[src/rtl/hmth_pkg.sv]
`default_nettype none
// ----------------------------------------------------------------------------
// hmth_pkg: shared types and constants
// Register indexes, reset values, fixed-point constants and the command and
// status groups that pass between the controller and the datapath.
// ----------------------------------------------------------------------------
package hmth_pkg;

    localparam int GRID_SIZE_DEF = 256;

    // configuration register indexes
    localparam logic [1:0] REG_HEIGHT_SCALE = 2'd0;
    localparam logic [1:0] REG_CELL_SPACING = 2'd1;
    localparam logic [1:0] REG_ORIGIN_X     = 2'd2;
    localparam logic [1:0] REG_ORIGIN_Z     = 2'd3;

    localparam logic [15:0] HEIGHT_SCALE_RST = 16'd17920;
    localparam logic [15:0] CELL_SPACING_RST = 16'd768;
    localparam logic [23:0] ORIGIN_RST       = 24'd0;

    // item kinds carried in the input tuser bit
    localparam logic OP_WRITE = 1'b0;
    localparam logic OP_QUERY = 1'b1;

    localparam logic [16:0] FRAC_ONE = 17'h10000;
    // half of 255*65536, for round to nearest
    localparam logic [40:0] ROUND_C  = 41'd8355840;
    // ceil(2^32/255): floor(y/255) == (y*RECIP_M)>>32 for y < 2^24
    localparam logic [24:0] RECIP_M  = 25'd16843010;

    typedef struct packed {
        logic       load;      // capture the input item
        logic       mem_wr;    // write the captured sample
        logic       ax_sub;    // offset from origin
        logic       ax_mul;    // numerator, cell length, limit
        logic       ax_chk;    // range check, divider init
        logic       div_step;  // one quotient bit
        logic       rd_en;     // read a corner sample
        logic [1:0] rd_sel;    // which corner
        logic       acc_clr;
        logic       acc_en;
        logic       scale;
        logic       recip;
        logic       out_load;
    } cmd_t;

    typedef struct packed {
        logic is_write;
        logic off_grid;
    } status_t;

endpackage

`default_nettype wire

[src/rtl/hmth_ctrl.sv]
`default_nettype none
// ----------------------------------------------------------------------------
// hmth_ctrl: sequencer
// Steps an item through decode, a query on through axis lookup, divide,
// corner reads and scaling (off grid: no divide, no reads); owns both handshakes.
// ----------------------------------------------------------------------------
module hmth_ctrl import hmth_pkg::*; #(
    parameter int GRID_SIZE = GRID_SIZE_DEF
) (
    input  wire logic    aclk,
    input  wire logic    aresetn,
    input  wire logic    s_tvalid,
    output logic         s_tready,
    output logic         m_tvalid,
    input  wire logic    m_tready,
    input  wire status_t sts,
    output cmd_t         cmd
);

    localparam int DIVN = $clog2(GRID_SIZE) + 16;
    localparam int CNTW = $clog2(DIVN + 1);

    localparam logic [3:0] ST_IDLE  = 4'd0;
    localparam logic [3:0] ST_DEC   = 4'd1;
    localparam logic [3:0] ST_MUL   = 4'd2;
    localparam logic [3:0] ST_CHK   = 4'd3;
    localparam logic [3:0] ST_BR    = 4'd4;
    localparam logic [3:0] ST_DIV   = 4'd5;
    localparam logic [3:0] ST_RD0   = 4'd6;
    localparam logic [3:0] ST_RD1   = 4'd7;
    localparam logic [3:0] ST_RD2   = 4'd8;
    localparam logic [3:0] ST_ACC   = 4'd9;
    localparam logic [3:0] ST_SCALE = 4'd10;
    localparam logic [3:0] ST_RECIP = 4'd11;
    localparam logic [3:0] ST_OUT   = 4'd12;

    logic [3:0]      state_reg, state_next;
    logic [CNTW-1:0] cnt_reg, cnt_next;
    logic            mvalid_reg, mvalid_next;

    always_comb begin
        state_next  = state_reg;
        cnt_next    = cnt_reg;
        mvalid_next = mvalid_reg & ~m_tready;
        cmd         = '0;
        case (state_reg)
            ST_IDLE: begin
                if (s_tvalid) begin
                    cmd.load   = 1'b1;
                    state_next = ST_DEC;
                end
            end
            ST_DEC: begin
                if (sts.is_write) begin
                    cmd.mem_wr = 1'b1;
                    state_next = ST_IDLE;
                end else begin
                    cmd.ax_sub = 1'b1;
                    state_next = ST_MUL;
                end
            end
            ST_MUL: begin
                cmd.ax_mul = 1'b1;
                state_next = ST_CHK;
            end
            ST_CHK: begin
                cmd.ax_chk = 1'b1;
                state_next = ST_BR;
            end
            ST_BR: begin
                cnt_next   = '0;
                state_next = sts.off_grid ? ST_OUT : ST_DIV;
            end
            ST_DIV: begin
                cmd.div_step = 1'b1;
                cnt_next     = cnt_reg + CNTW'(1);
                if (cnt_reg == CNTW'(DIVN - 1)) begin
                    state_next = ST_RD0;
                end
            end
            ST_RD0: begin
                cmd.rd_en   = 1'b1;
                cmd.rd_sel  = 2'd0;
                cmd.acc_clr = 1'b1;
                state_next  = ST_RD1;
            end
            ST_RD1: begin
                cmd.rd_en  = 1'b1;
                cmd.rd_sel = 2'd1;
                cmd.acc_en = 1'b1;
                state_next = ST_RD2;
            end
            ST_RD2: begin
                cmd.rd_en  = 1'b1;
                cmd.rd_sel = 2'd2;
                cmd.acc_en = 1'b1;
                state_next = ST_ACC;
            end
            ST_ACC: begin
                cmd.acc_en = 1'b1;
                state_next = ST_SCALE;
            end
            ST_SCALE: begin
                cmd.scale  = 1'b1;
                state_next = ST_RECIP;
            end
            ST_RECIP: begin
                cmd.recip  = 1'b1;
                state_next = ST_OUT;
            end
            ST_OUT: begin
                if (!mvalid_reg || m_tready) begin
                    cmd.out_load = 1'b1;
                    mvalid_next  = 1'b1;
                    state_next   = ST_IDLE;
                end
            end
            default: state_next = ST_IDLE;
        endcase
    end

    always_ff @(posedge aclk) begin
        if (!aresetn) begin
            state_reg  <= ST_IDLE;
            cnt_reg    <= '0;
            mvalid_reg <= 1'b0;
        end else begin
            state_reg  <= state_next;
            cnt_reg    <= cnt_next;
            mvalid_reg <= mvalid_next;
        end
    end

    assign s_tready = (state_reg == ST_IDLE);
    assign m_tvalid = mvalid_reg;

endmodule

`default_nettype wire

[config.mk]
export PLATFORM = sky130hd
export DESIGN_NAME = hmth_ctrl
export DESIGN_NICKNAME = d
export VERILOG_FILES = /design/src/rtl/hmth_pkg.sv /design/src/rtl/hmth_ctrl.sv
export SDC_FILE = /design/constraint.sdc
export NUM_CORES = 1
export LEC_CHECK = 0
export BUFFER_PORTS_ARGS = -buffer_cell sky130_fd_sc_hd__buf_2
export CORE_MARGIN = 2
export CORE_UTILIZATION = 25
export CTS_CLUSTER_DIAMETER = 120
export CTS_CLUSTER_SIZE = 24
export DETAILED_ROUTE_END_ITERATION = 8
export PLACE_DENSITY_LB_ADDON = 0.25
export SYNTH_ARGS = -nofsm -noshare
export SYNTH_HDL_FRONTEND = slang
export SYNTH_SLANG_ARGS = --single-unit
[constraint.sdc]
create_clock -name aclk -period 1.6 [get_ports aclk]
set_input_delay 0.24 -clock aclk [delete_from_list [all_inputs] [get_ports aclk]]
set_output_delay 0.24 -clock aclk [all_outputs]
set_load 0.01 [all_outputs]
==> implementation parameters, run 1 <==
Parameter                              Value

Floorplan
  Horizontal die dimension ... 55.7 um
  Std-Cell Rows ... 18
  Initial standard-cell utilization of the core ... 26.7%
  Vertical die dimension ... 55.7 um
  Core Region ... 2500 um^2
  Number of top-level design ports ... 22
  DIE AREA ... 3100 um^2

Cells and area
  Layout area overhead ... 30.8%
  Post-Layout Inst Area ... 872 um^2
  Share of final-layout standard cells stronger than drive strength 1 ... 35.5%
  Inserted Diodes ... 0
  Fillers ... 269
  Final cell utilization of the core ... 34.9%
  Number of flip-flops under the largest register name ... 5
  Layout Nets ... 115

Global route
  Global router's overall resource usage ... 11.8%
  Total congestion overflow after global routing ... 0
  Global-route wire length before repair ... 2.98 mm
  Maximum number of pins on one net before global-route repair ... 17
  Vias in the first global route ... 643
  Initial antenna violation count ... 0

Clocking
  Cts-stage hold buffer count ... 0
  TritonCTS buffer count ... 3
  Clock insertion delay at the later pin of the skew report ... 0.26 ns
  CTS HTree Levels ... 1
  Clock slew at the register clock pins of the worst setup and hold paths ... 0.07 ns
  CTS tree ... done
  Clock Root Buffer ... clkbuf_4
  Sink count of the clock tree ... 10
  Maximum count of clock buffers along a single path ... 2

Synth
  Part of the Yosys area used for sequential elements ... 30.0%
  Synthesized net count ... 91
  Post-synth design cell area ... 667 um^2
  Netlist cell types ... 38
  Post-synth EDFFs ... 0
  Fraction of registers with async set/reset ... 0%
  Synthesized area per cell ... 7.94 um^2
  Warnings, synthesis ... 0
  Gate count after technology mapping ... 84
  Count of state elements after synthesis ... 10
  Most used DFF post-synth ... dfxtp_1

Drt
  Average wire per cell in the routed design ... 12.1 um
  Drt first-iter violations ... 10
  Routed Wire Length ... 1.66 mm
  Antenna Violating Nets Remaining ... 0
  Number of detailed-route iterations in the first pass ... 4
  Remaining routing DRC violations ... 0
  Vias post-DR ... 691
  Average via count per standard cell ... 5.04

Placed design
  RD Place Congestion ... 0.779
  Area of placed instances ... 806 um^2
  Final HPWL DP ... 1.22 mm
  Port Buf Inserts ... 21
  Worst slack after detailed placement ... 0.0375 ns

STA
  Shortest period the worst path allows ... 1.53 ns
  Sum of negative setup slack ... 0 ns
  Transition time at the pin with the least slew margin ... 0.322 ns
  Setup slack after layout ... 0.0745 ns
  Worst slew margin ... 78.4%
  Total setup violations reported at the end of the flow ... 0
  Hold Violations, Final ... 0
  Final number of max-transition violations ... 0
  Fin Clk Skew ... 0.00202 ns
  Post-route fraction of the period consumed by the critical path ... 95.3%
  Highest achievable clock rate ... 0.656 GHz

Power
  Leakage ... 0.357 nW
  VDD IR max ... 0.000433 V
  Power density relative to cell area ... 657 nW/um^2

Run status
  Result of the run ... complete, no violations

Setup path
  Critical Setup Path Class ... flop to primary output
  Crit path DAT ... 1.29 ns
  Type of element capturing the critical path ... primary output
  Required time of the worst setup path ... 1.36 ns
  Crit Path Max Fanout ... 16
  Worst setup SP type ... flop

Worst hold path
  HP Class ... input port to flop

Job
  Reported max-cap violation count ... 0
cells in the mapped netlist (3+ instances only):
| library cell | instances | area (um^2) |
|---|---|---|
| dfxtp_1 | 10 | 200 |
| nor2_1 | 8 | 30.0 |
| nand2_1 | 7 | 26.3 |
| a21oi_1 | 5 | 25.0 |
| nand2b_1 | 4 | 25.0 |
| nand3_1 | 4 | 20.0 |
| buf_2 | 3 | 15.0 |
| nor2b_1 | 3 | 18.8 |
| nor3_1 | 3 | 15.0 |
worst max-delay path, cell delays in order (launching register included):
cell      delay, ns
dfxtp_4        0.40
nand2b_1       0.20
nor4b_2        0.25
buf_2          0.16
final cells by class:
cell class / count / area, um^2 / area share (%)
clock buffers: 4 / 36.3 / 4.16
inverters: 2 / 7.51 / 0.861
repair buffers: 25 / 135 / 15.5
flip-flops and latches: 10 / 215 / 24.7
well taps: 30 / 37.5 / 4.30
multi-input cells: 66 / 440 / 50.5
placed cells by master, fill, tap and decap left out, types with 2 or more instances in the layout:
master    count
and2_1        2
clkbuf_4      3
a41oi_1       2
a21oi_1       5
nand4b_1      2
dfxtp_4       4
inv_1         2
dfxtp_1       6
a311oi_1      2
nand3_1       4
nor2_1        8
nor4_1        2
o21ai_1       2
nand2b_1      4
nor3_1        3
nor2b_1       3
nand2_1       7
buf_2        21
buf_4         4
report_power, final:
group | leakage (nW) | switching [mW] | internal (mW)
Combinational | 0.253 | 0.0381 | 0.0371
Clock | 0.0210 | 0.0903 | 0.138
Sequential | 0.0839 | 0.0191 | 0.250
path summary, 6_finish.rpt:
| check | start | end | slack [ns] | cells after the start |
|---|---|---|---|---|
| worst min-delay path | aresetn | state_reg[1] | 0.22 | 3 |
| worst min register to register | cnt_reg[4] | cnt_reg[4] | 0.49 | 1 |
| worst max-delay path | state_reg[1] | cmd[12] | 0.07 | 3 |
| worst max register to register | state_reg[1] | cnt_reg[4] | 0.29 | 3 |
cells by family (layout without fill, tap and decap cells):
| kind of cell | after synthesis | count (layout) | synth area share (%) |
|---|---|---|---|
| AOI/OAI and AO/OA | 22 | 22 | 23.8 |
| adders and majority gates | 1 | 1 | 1.88 |
| and+or+nand+nor | 43 | 43 | 38.1 |
| DFF | 10 | 10 | 30.0 |
| buffers and inverters | 8 | 31 | 6.19 |
repair_timing:
item / in CTS / in global routing
setup endpoints to repair: 12 / 6
resized for setup: 5 / 5
setup buffers: 0 / 0
endpoints found under the hold margin: 0 / 0
layer usage:
layer / part of all wire [%] / GRT usage (%) / vias up / routed length (um)
li1: - / - / 365 / -
met1: 52 / 17.6 / 313 / 862
met2: 43 / 16.5 / 11 / 715
met3: 4.1 / 3.72 / 2 / 68
met4: 0.84 / 2.09 / 0 / 14
met5: 0 / 0 / - / 0
stage by stage:
stage                     std cells  total power, mW  hold WS [ns]
after floorplan                  84            0.321         0.365
after global placement          133            0.348         0.480
after detailed placement        133            0.349         0.480
after CTS                       137            0.581         0.220
after global routing            137            0.606         0.236
final                           137            0.573         0.225
(Power assumes the default switching activity.)
==> run 2, diff against run 1 <==
--- a/config.mk
+++ b/config.mk
@@ -6,6 +6,8 @@
 export NUM_CORES = 1
 export LEC_CHECK = 0
 export BUFFER_PORTS_ARGS = -buffer_cell sky130_fd_sc_hd__buf_2
+export CELL_PAD_IN_SITES_DETAIL_PLACEMENT = 1
+export CELL_PAD_IN_SITES_GLOBAL_PLACEMENT = 1
 export CORE_MARGIN = 2
 export CORE_UTILIZATION = 25
 export CTS_CLUSTER_DIAMETER = 120
==> implementation parameters, run 2 (synthesized netlist as in run 1, its figures left out) <==
Parameter                              Value

Run status
  Result of the run ... complete, no violations

Drt
  Average via count per standard cell ... 5.31 (+5.2%)
  Remaining routing DRC violations ... 0 (unchanged)
  Number of detailed-route iterations in the first pass ... 4 (unchanged)
  Average wire per cell in the routed design ... 15.1 um (+25%)
  Routed Wire Length ... 2.17 mm (+30%)
  Vias post-DR ... 759 (+9.8%)
  Drt first-iter violations ... 10 (unchanged)
  Antenna Violating Nets Remaining ... 0 (unchanged)

Setup path
  Crit path DAT ... 1.33 ns (+0.04 ns)
  Required time of the worst setup path ... 1.36 ns (about the same)
  Critical Setup Path Class ... flop to primary output
  Crit Path Max Fanout ... 6 (-10)
  Type of element capturing the critical path ... primary output
  Worst setup SP type ... flop

Global route
  Fraction of met2 tracks used by global routing ... 20.6% (+4.1 points)
  Most used routing layer in global routing ... met2
  Met3 demand-to-capacity share in global routing ... 4.42% (+0.70 points)
  Global-route wire length before repair ... 3.33 mm (+12%)
  Vias in the first global route ... 710 (+10%)
  Initial antenna violation count ... 0 (unchanged)
  Total congestion overflow after global routing ... 0 (unchanged)
  Maximum number of pins on one net before global-route repair ... 15 (-2)
  Global router's overall resource usage ... 13.9% (+2.1 points)
  Met1 capacity usage during global routing ... 17.9% (+0.36 points)

Placed design
  Worst slack after detailed placement ... 0.0916 ns (+0.0541 ns)
  Final HPWL DP ... 1.50 mm (+22%)
  RD Place Congestion ... 0.757 (-2.9%)
  Port Buf Inserts ... 21 (unchanged)

Clocking
  Maximum count of clock buffers along a single path ... 2 (unchanged)
  Clock slew at the register clock pins of the worst setup and hold paths ... 0.07 ns (about the same)
  Clock insertion delay at the later pin of the skew report ... 0.27 ns (about the same)
  CTS HTree Levels ... 1 (unchanged)
  Clock Root Buffer ... clkbuf_4
  CTS tree ... done
  TritonCTS buffer count ... 3 (unchanged)
  Sink count of the clock tree ... 10 (unchanged)
  Cts-stage hold buffer count ... 0 (unchanged)

STA
  Fin Hold WS ... 0.240 ns (+0.0153 ns)
  Fin Clk Skew ... 0.00547 ns (+0.00345 ns)
  Hold Violations, Final ... 0 (unchanged)
  Shortest period the worst path allows ... 1.57 ns (+0.0487 ns)
  Total setup violations reported at the end of the flow ... 0 (unchanged)
  Post-route fraction of the period consumed by the critical path ... 98.4% (+3.0 points)
  Final number of max-transition violations ... 0 (unchanged)
  Transition time at the pin with the least slew margin ... 0.304 ns (-0.0180 ns)
  Worst slew margin ... 79.4% (+1.0 points)
  Setup slack after layout ... 0.0258 ns (-0.0487 ns)
  RSZ-0062 raised after global routing ... true
  Highest achievable clock rate ... 0.635 GHz (-3.1%)

Cells and area
  Layout area overhead ... 40.5%
  Final cell utilization of the core ... 37.5% (+2.6 points)
  Most common cell after layout, fill and taps aside ... buf_2
  Number of flip-flops under the largest register name ... 5 (unchanged)
  Commonest non-fill, non-tap cells in the layout ... buf_2, nor2_1, buf_4
  Share of final-layout standard cells stronger than drive strength 1 ... 40.7% (+5.2 points)
  Fillers ... 304 (+13%)
  Layout Nets ... 122 (+6.1%)
  Inserted Diodes ... 0 (unchanged)

Floorplan
  Horizontal die dimension ... 55.7 um (unchanged)
  Vertical die dimension ... 55.7 um (unchanged)
  Initial standard-cell utilization of the core ... 26.7% (unchanged)
  Std-Cell Rows ... 18 (unchanged)
  Number of top-level design ports ... 22 (unchanged)
  Core Region ... 2500 um^2 (unchanged)
  DIE AREA ... 3100 um^2 (unchanged)

Power
  Net switching share of the total power ... 28.1% (+2.4 points)
  VDD IR max ... 0.000336 V (-22%)
  Share of power burned in registers ... 48.8% (+1.8 points)
  Internal power summed over all cells ... 390 uW (-8.3%)
  Combinational power share ... 19.2% (+6.1 points)
  Clock share of power ... 32.0% (-7.9 points)
  Power density relative to cell area ... 579 nW/um^2 (-12%)
  Power after layout ... 543 uW (-5.3%)
  Switching component of the power ... 152 uW (+3.4%)
  Leakage ... 0.410 nW (+15%)

Worst hold path
  HP Class ... input port to flop

Job
  Reported max-cap violation count ... 0 (unchanged)
[run 2: changes by cell type in the layout (fill, tap and decap cells not counted), sizes merged]
| cell | delta |
|---|---|
| dlymetal6s2s | +1 |
| clkbuf | -1 |
| buf | +6 |
[run 2: worst paths after layout]
check / start / to / slack [ns] / cells after the start
hold / removal: aresetn / state_reg[1] / 0.24 / 3
setup reg to reg: state_reg[2] / cnt_reg[2] / 0.29 / 4
setup / recovery: state_reg[2] / cmd[13] / 0.03 / 4
hold reg to reg: cnt_reg[4] / cnt_reg[4] / 0.50 / 1
[run 2: area by class of cell]
| type | count | area [um^2] | area share [%] |
|---|---|---|---|
| clock buffers | 3 | 22.5 | 2.40 |
| well taps | 30 | 37.5 | 4.01 |
| inverters | 2 | 7.51 | 0.801 |
| repair buffers | 32 | 204 | 21.8 |
| multi-input cells | 66 | 453 | 48.3 |
| flip-flops and latches | 10 | 213 | 22.7 |
[run 2: repair_timing]
item | in CTS | in global routing
buffers inserted | 0 | 6
resized for setup | 6 | 9
gates cloned | 0 | 0
pin swaps | 1 | 2
setup endpoints to repair | 15 | 12
[run 2: power by group through the flow]
stage | logic (mW) | clock network, mW | registers [mW]
global route | 0.115 | 0.201 | 0.266
finish | 0.104 | 0.174 | 0.265
detailed placement | 0.0862 | 0 | 0.270
floorplan | 0.0571 | 0 | 0.264
CTS | 0.0892 | 0.182 | 0.265
global placement | 0.0845 | 0 | 0.270
[run 2: per-layer routing]
metal  vias up  wire (um)
met3         5         71
met1       366       1020
met2        11       1030
met4         0         38
li1        377          -
met5         -          0
[run 2: critical path, stage by stage, from the launching register on]
cell,delay [ns]
dfxtp_4,0.37
buf_8,0.13
nor4_4,0.28
and2_1,0.16
buf_2,0.12
[run 2: metrics by stage]
step                instance area [um^2]  cells  TNS (ns)
floorplan                            667     84         0
global placement                     813    134         0
detailed placement                   813    134         0
CTS                                  852    137   -0.0232
global route                         937    143   -0.0888
finish                               937    143         0
==> run 3, diff against run 2 <==
--- a/config.mk
+++ b/config.mk
@@ -8,11 +8,13 @@
 export BUFFER_PORTS_ARGS = -buffer_cell sky130_fd_sc_hd__buf_2
 export CELL_PAD_IN_SITES_DETAIL_PLACEMENT = 1
 export CELL_PAD_IN_SITES_GLOBAL_PLACEMENT = 1
+export CORE_ASPECT_RATIO = 1.25
 export CORE_MARGIN = 2
 export CORE_UTILIZATION = 25
 export CTS_CLUSTER_DIAMETER = 120
 export CTS_CLUSTER_SIZE = 24
 export DETAILED_ROUTE_END_ITERATION = 8
+export HOLD_SLACK_MARGIN = 0.15
 export PLACE_DENSITY_LB_ADDON = 0.25
 export SYNTH_ARGS = -nofsm -noshare
 export SYNTH_HDL_FRONTEND = slang
==> implementation parameters, run 3 (synthesized netlist as in run 1, its figures left out) <==
Parameter                              Value

Run status
  Result of the run ... complete, no violations

Drt
  Average via count per standard cell ... 5.22 (-1.7%)
  Drt first-iter violations ... 8 (-2)
  Average wire per cell in the routed design ... 14.2 um (-6.5%)
  Vias post-DR ... 746 (-1.7%)
  Number of detailed-route iterations in the first pass ... 2 (-2)
  Routed Wire Length ... 2.03 mm (-6.5%)
  Antenna Violating Nets Remaining ... 0 (unchanged)
  Remaining routing DRC violations ... 0 (unchanged)

Global route
  Vias in the first global route ... 744 (+4.8%)
  Global router's overall resource usage ... 14.4% (+0.48 points)
  Most used routing layer in global routing ... met2
  Initial antenna violation count ... 0 (unchanged)
  Met1 capacity usage during global routing ... 16.1% (-1.8 points)
  Global-route wire length before repair ... 3.32 mm (-0.42%)
  Fraction of met2 tracks used by global routing ... 26.9% (+6.3 points)
  Met3 demand-to-capacity share in global routing ... 1.44% (-3.0 points)
  Total congestion overflow after global routing ... 0 (unchanged)
  Maximum number of pins on one net before global-route repair ... 17 (+2)

Power
  VDD IR max ... 0.000369 V (+9.8%)
  Combinational power share ... 14.8% (-4.4 points)
  Share of power burned in registers ... 46.5% (-2.3 points)
  Leakage ... 0.376 nW (-8.2%)
  Clock share of power ... 38.7% (+6.7 points)
  Internal power summed over all cells ... 431 uW (+11%)
  Switching component of the power ... 149 uW (-2.2%)
  Power density relative to cell area ... 632 nW/um^2 (+9.1%)
  Net switching share of the total power ... 25.7% (-2.4 points)

Cells and area
  Layout Nets ... 118 (-3.3%)
  Commonest non-fill, non-tap cells in the layout ... buf_2, nor2_1, nand2_1, buf_4, dfxtp_1
  Share of final-layout standard cells stronger than drive strength 1 ... 40.9% (+0.20 points)
  Layout area overhead ... 37.7%
  Number of flip-flops under the largest register name ... 5 (unchanged)
  Most common cell after layout, fill and taps aside ... buf_2
  Inserted Diodes ... 0 (unchanged)
  Final cell utilization of the core ... 37.1% (-0.42 points)

Clocking
  # Post-CTS Setup Buffers ... 0 (unchanged)
  Cts-stage hold buffer count ... 0 (unchanged)
  Clock insertion delay at the later pin of the skew report ... 0.27 ns (about the same)
  TritonCTS buffer count ... 3 (unchanged)
  CTS tree ... done
  CTS HTree Levels ... 1 (unchanged)
  Clock Root Buffer ... clkbuf_4
  Maximum count of clock buffers along a single path ... 2 (unchanged)
  Sink count of the clock tree ... 10 (unchanged)
  Clock slew at the register clock pins of the worst setup and hold paths ... 0.07 ns (about the same)

Floorplan
  Std-Cell Rows ... 20 (+2)
  Number of top-level design ports ... 22 (unchanged)
  DIE AREA ... 3100 um^2 (about the same)
  Core Region ... 2480 um^2 (-0.90%)
  Initial standard-cell utilization of the core ... 26.9% (+0.24 points)
  Vertical die dimension ... 61.7 um (+11%)
  Horizontal die dimension ... 50.2 um (-9.8%)

Worst hold path
  Min-Delay Path Depth ... 3 (unchanged)
  HP Class ... input port to flop
  Startpoint of the most critical hold path ... aresetn
  Worst hold endpoint ... state_reg[1]

Setup path
  Number of cell instances on the worst register-to-register path ... 3 (-1)
  Slack of the worst reg-to-reg path ... 0.28 ns (about the same)
  Worst setup SP type ... flop
  Crit path DAT ... 1.27 ns (-0.06 ns)
  Required time of the worst setup path ... 1.36 ns (about the same)
  Critical Setup Path Class ... flop to primary output
  Crit Path Max Fanout ... 13 (+7)
  Reg-to-Reg Start ... state_reg[1]
  Type of element capturing the critical path ... primary output
  Worst r2r dst ... cnt_reg[4]

STA
  RSZ-0062 raised after global routing ... false
  Shortest period the worst path allows ... 1.51 ns (-0.0611 ns)
  Worst slew margin ... 79.8% (+0.33 points)
  Total setup violations reported at the end of the flow ... 0 (unchanged)
  Post-route fraction of the period consumed by the critical path ... 94.6% (-3.8 points)
  Hold Violations, Final ... 0 (unchanged)
  Fin Clk Skew ... 0.00599 ns (+0.000513 ns)
  Sum of negative setup slack ... 0 ns (unchanged)
  Highest achievable clock rate ... 0.661 GHz (+4.0%)
  Transition time at the pin with the least slew margin ... 0.302 ns (-0.00227 ns)
  Final number of max-transition violations ... 0 (unchanged)

Placed design
  RD Place Congestion ... 0.723 (-4.5%)
  Final HPWL DP ... 1.51 mm (+0.86%)
  Port Buf Inserts ... 21 (unchanged)

Job
  Reported max-cap violation count ... 0 (unchanged)
## run 3: changes by cell type in the layout (fill, tap and decap cells not counted)
cell / before / now
dfxtp_2: 1 / 0
clkbuf_8: 0 / 1
dlymetal6s2s_1: 1 / 0
buf_6: 1 / 0
buf_8: 1 / 0
nand2b_4: 1 / 2
buf_4: 8 / 7
dfxtp_4: 3 / 4
nand2b_1: 3 / 2
## run 3: final cells by class
cell class	count	area, um^2
Clock buffer	4	36.3
Fill cell	305	1560
Inverter	2	7.51
Multi-Input combinational cell	66	460
Sequential cell	10	215
Tap cell	33	41.3
Timing Repair Buffer	28	158
## run 3: metrics by stage
step | hold slack, ns | total power, mW | worst slack (ns) | std cells | cell area (um^2)
floorplan | 0.365 | 0.321 | 0.225 | 84 | 667
global placement | 0.474 | 0.354 | 0.144 | 139 | 832
detailed placement | 0.497 | 0.356 | 0.0826 | 139 | 832
CTS | 0.243 | 0.587 | 0.00777 | 143 | 873
global route | 0.249 | 0.614 | 0.0271 | 143 | 918
finish | 0.252 | 0.580 | 0.0870 | 143 | 918
## run 3: worst max-delay path, cell delays in order, from the launching register on
cell,delay (ns)
dfxtp_4,0.39
buf_4,0.17
nor4_1,0.26
buf_2,0.18
## run 3: power by group through the flow
stage / registers (mW) / logic [mW] / clock network [mW]
after detailed placement: 0.275 / 0.0810 / 0
after CTS: 0.270 / 0.0813 / 0.235
after global routing: 0.271 / 0.0960 / 0.246
final: 0.270 / 0.0861 / 0.225
after floorplan: 0.264 / 0.0571 / 0
after global placement: 0.274 / 0.0790 / 0
## run 3: worst max path at each step
stage | slack, ns | from | endpoint
floorplan | 0.23 | state_reg[2] | cmd[7]
global placement | 0.14 | state_reg[1] | state_reg[1]
detailed placement | 0.08 | state_reg[1] | cnt_reg[4]
CTS | 0.008 | state_reg[1] | cmd[12]
global route | 0.03 | state_reg[3] | cmd[3]
finish | 0.09 | state_reg[2] | cmd[11]
## run 3: timing repair
action / in CTS / in global routing
endpoints found under the setup margin: 14 / 7
hold endpoints to repair: 0 / 0
resized for setup: 4 / 10
## run 3: per-layer routing
| metal | part of all wire (%) | vias to the layer above | wire [um] |
|---|---|---|---|
| li1 | - | 367 | - |
| met1 | 42 | 357 | 849 |
| met2 | 53 | 18 | 1070 |
| met3 | 3.7 | 4 | 75 |
| met4 | 1.7 | 0 | 34 |
| met5 | 0 | - | 0 |
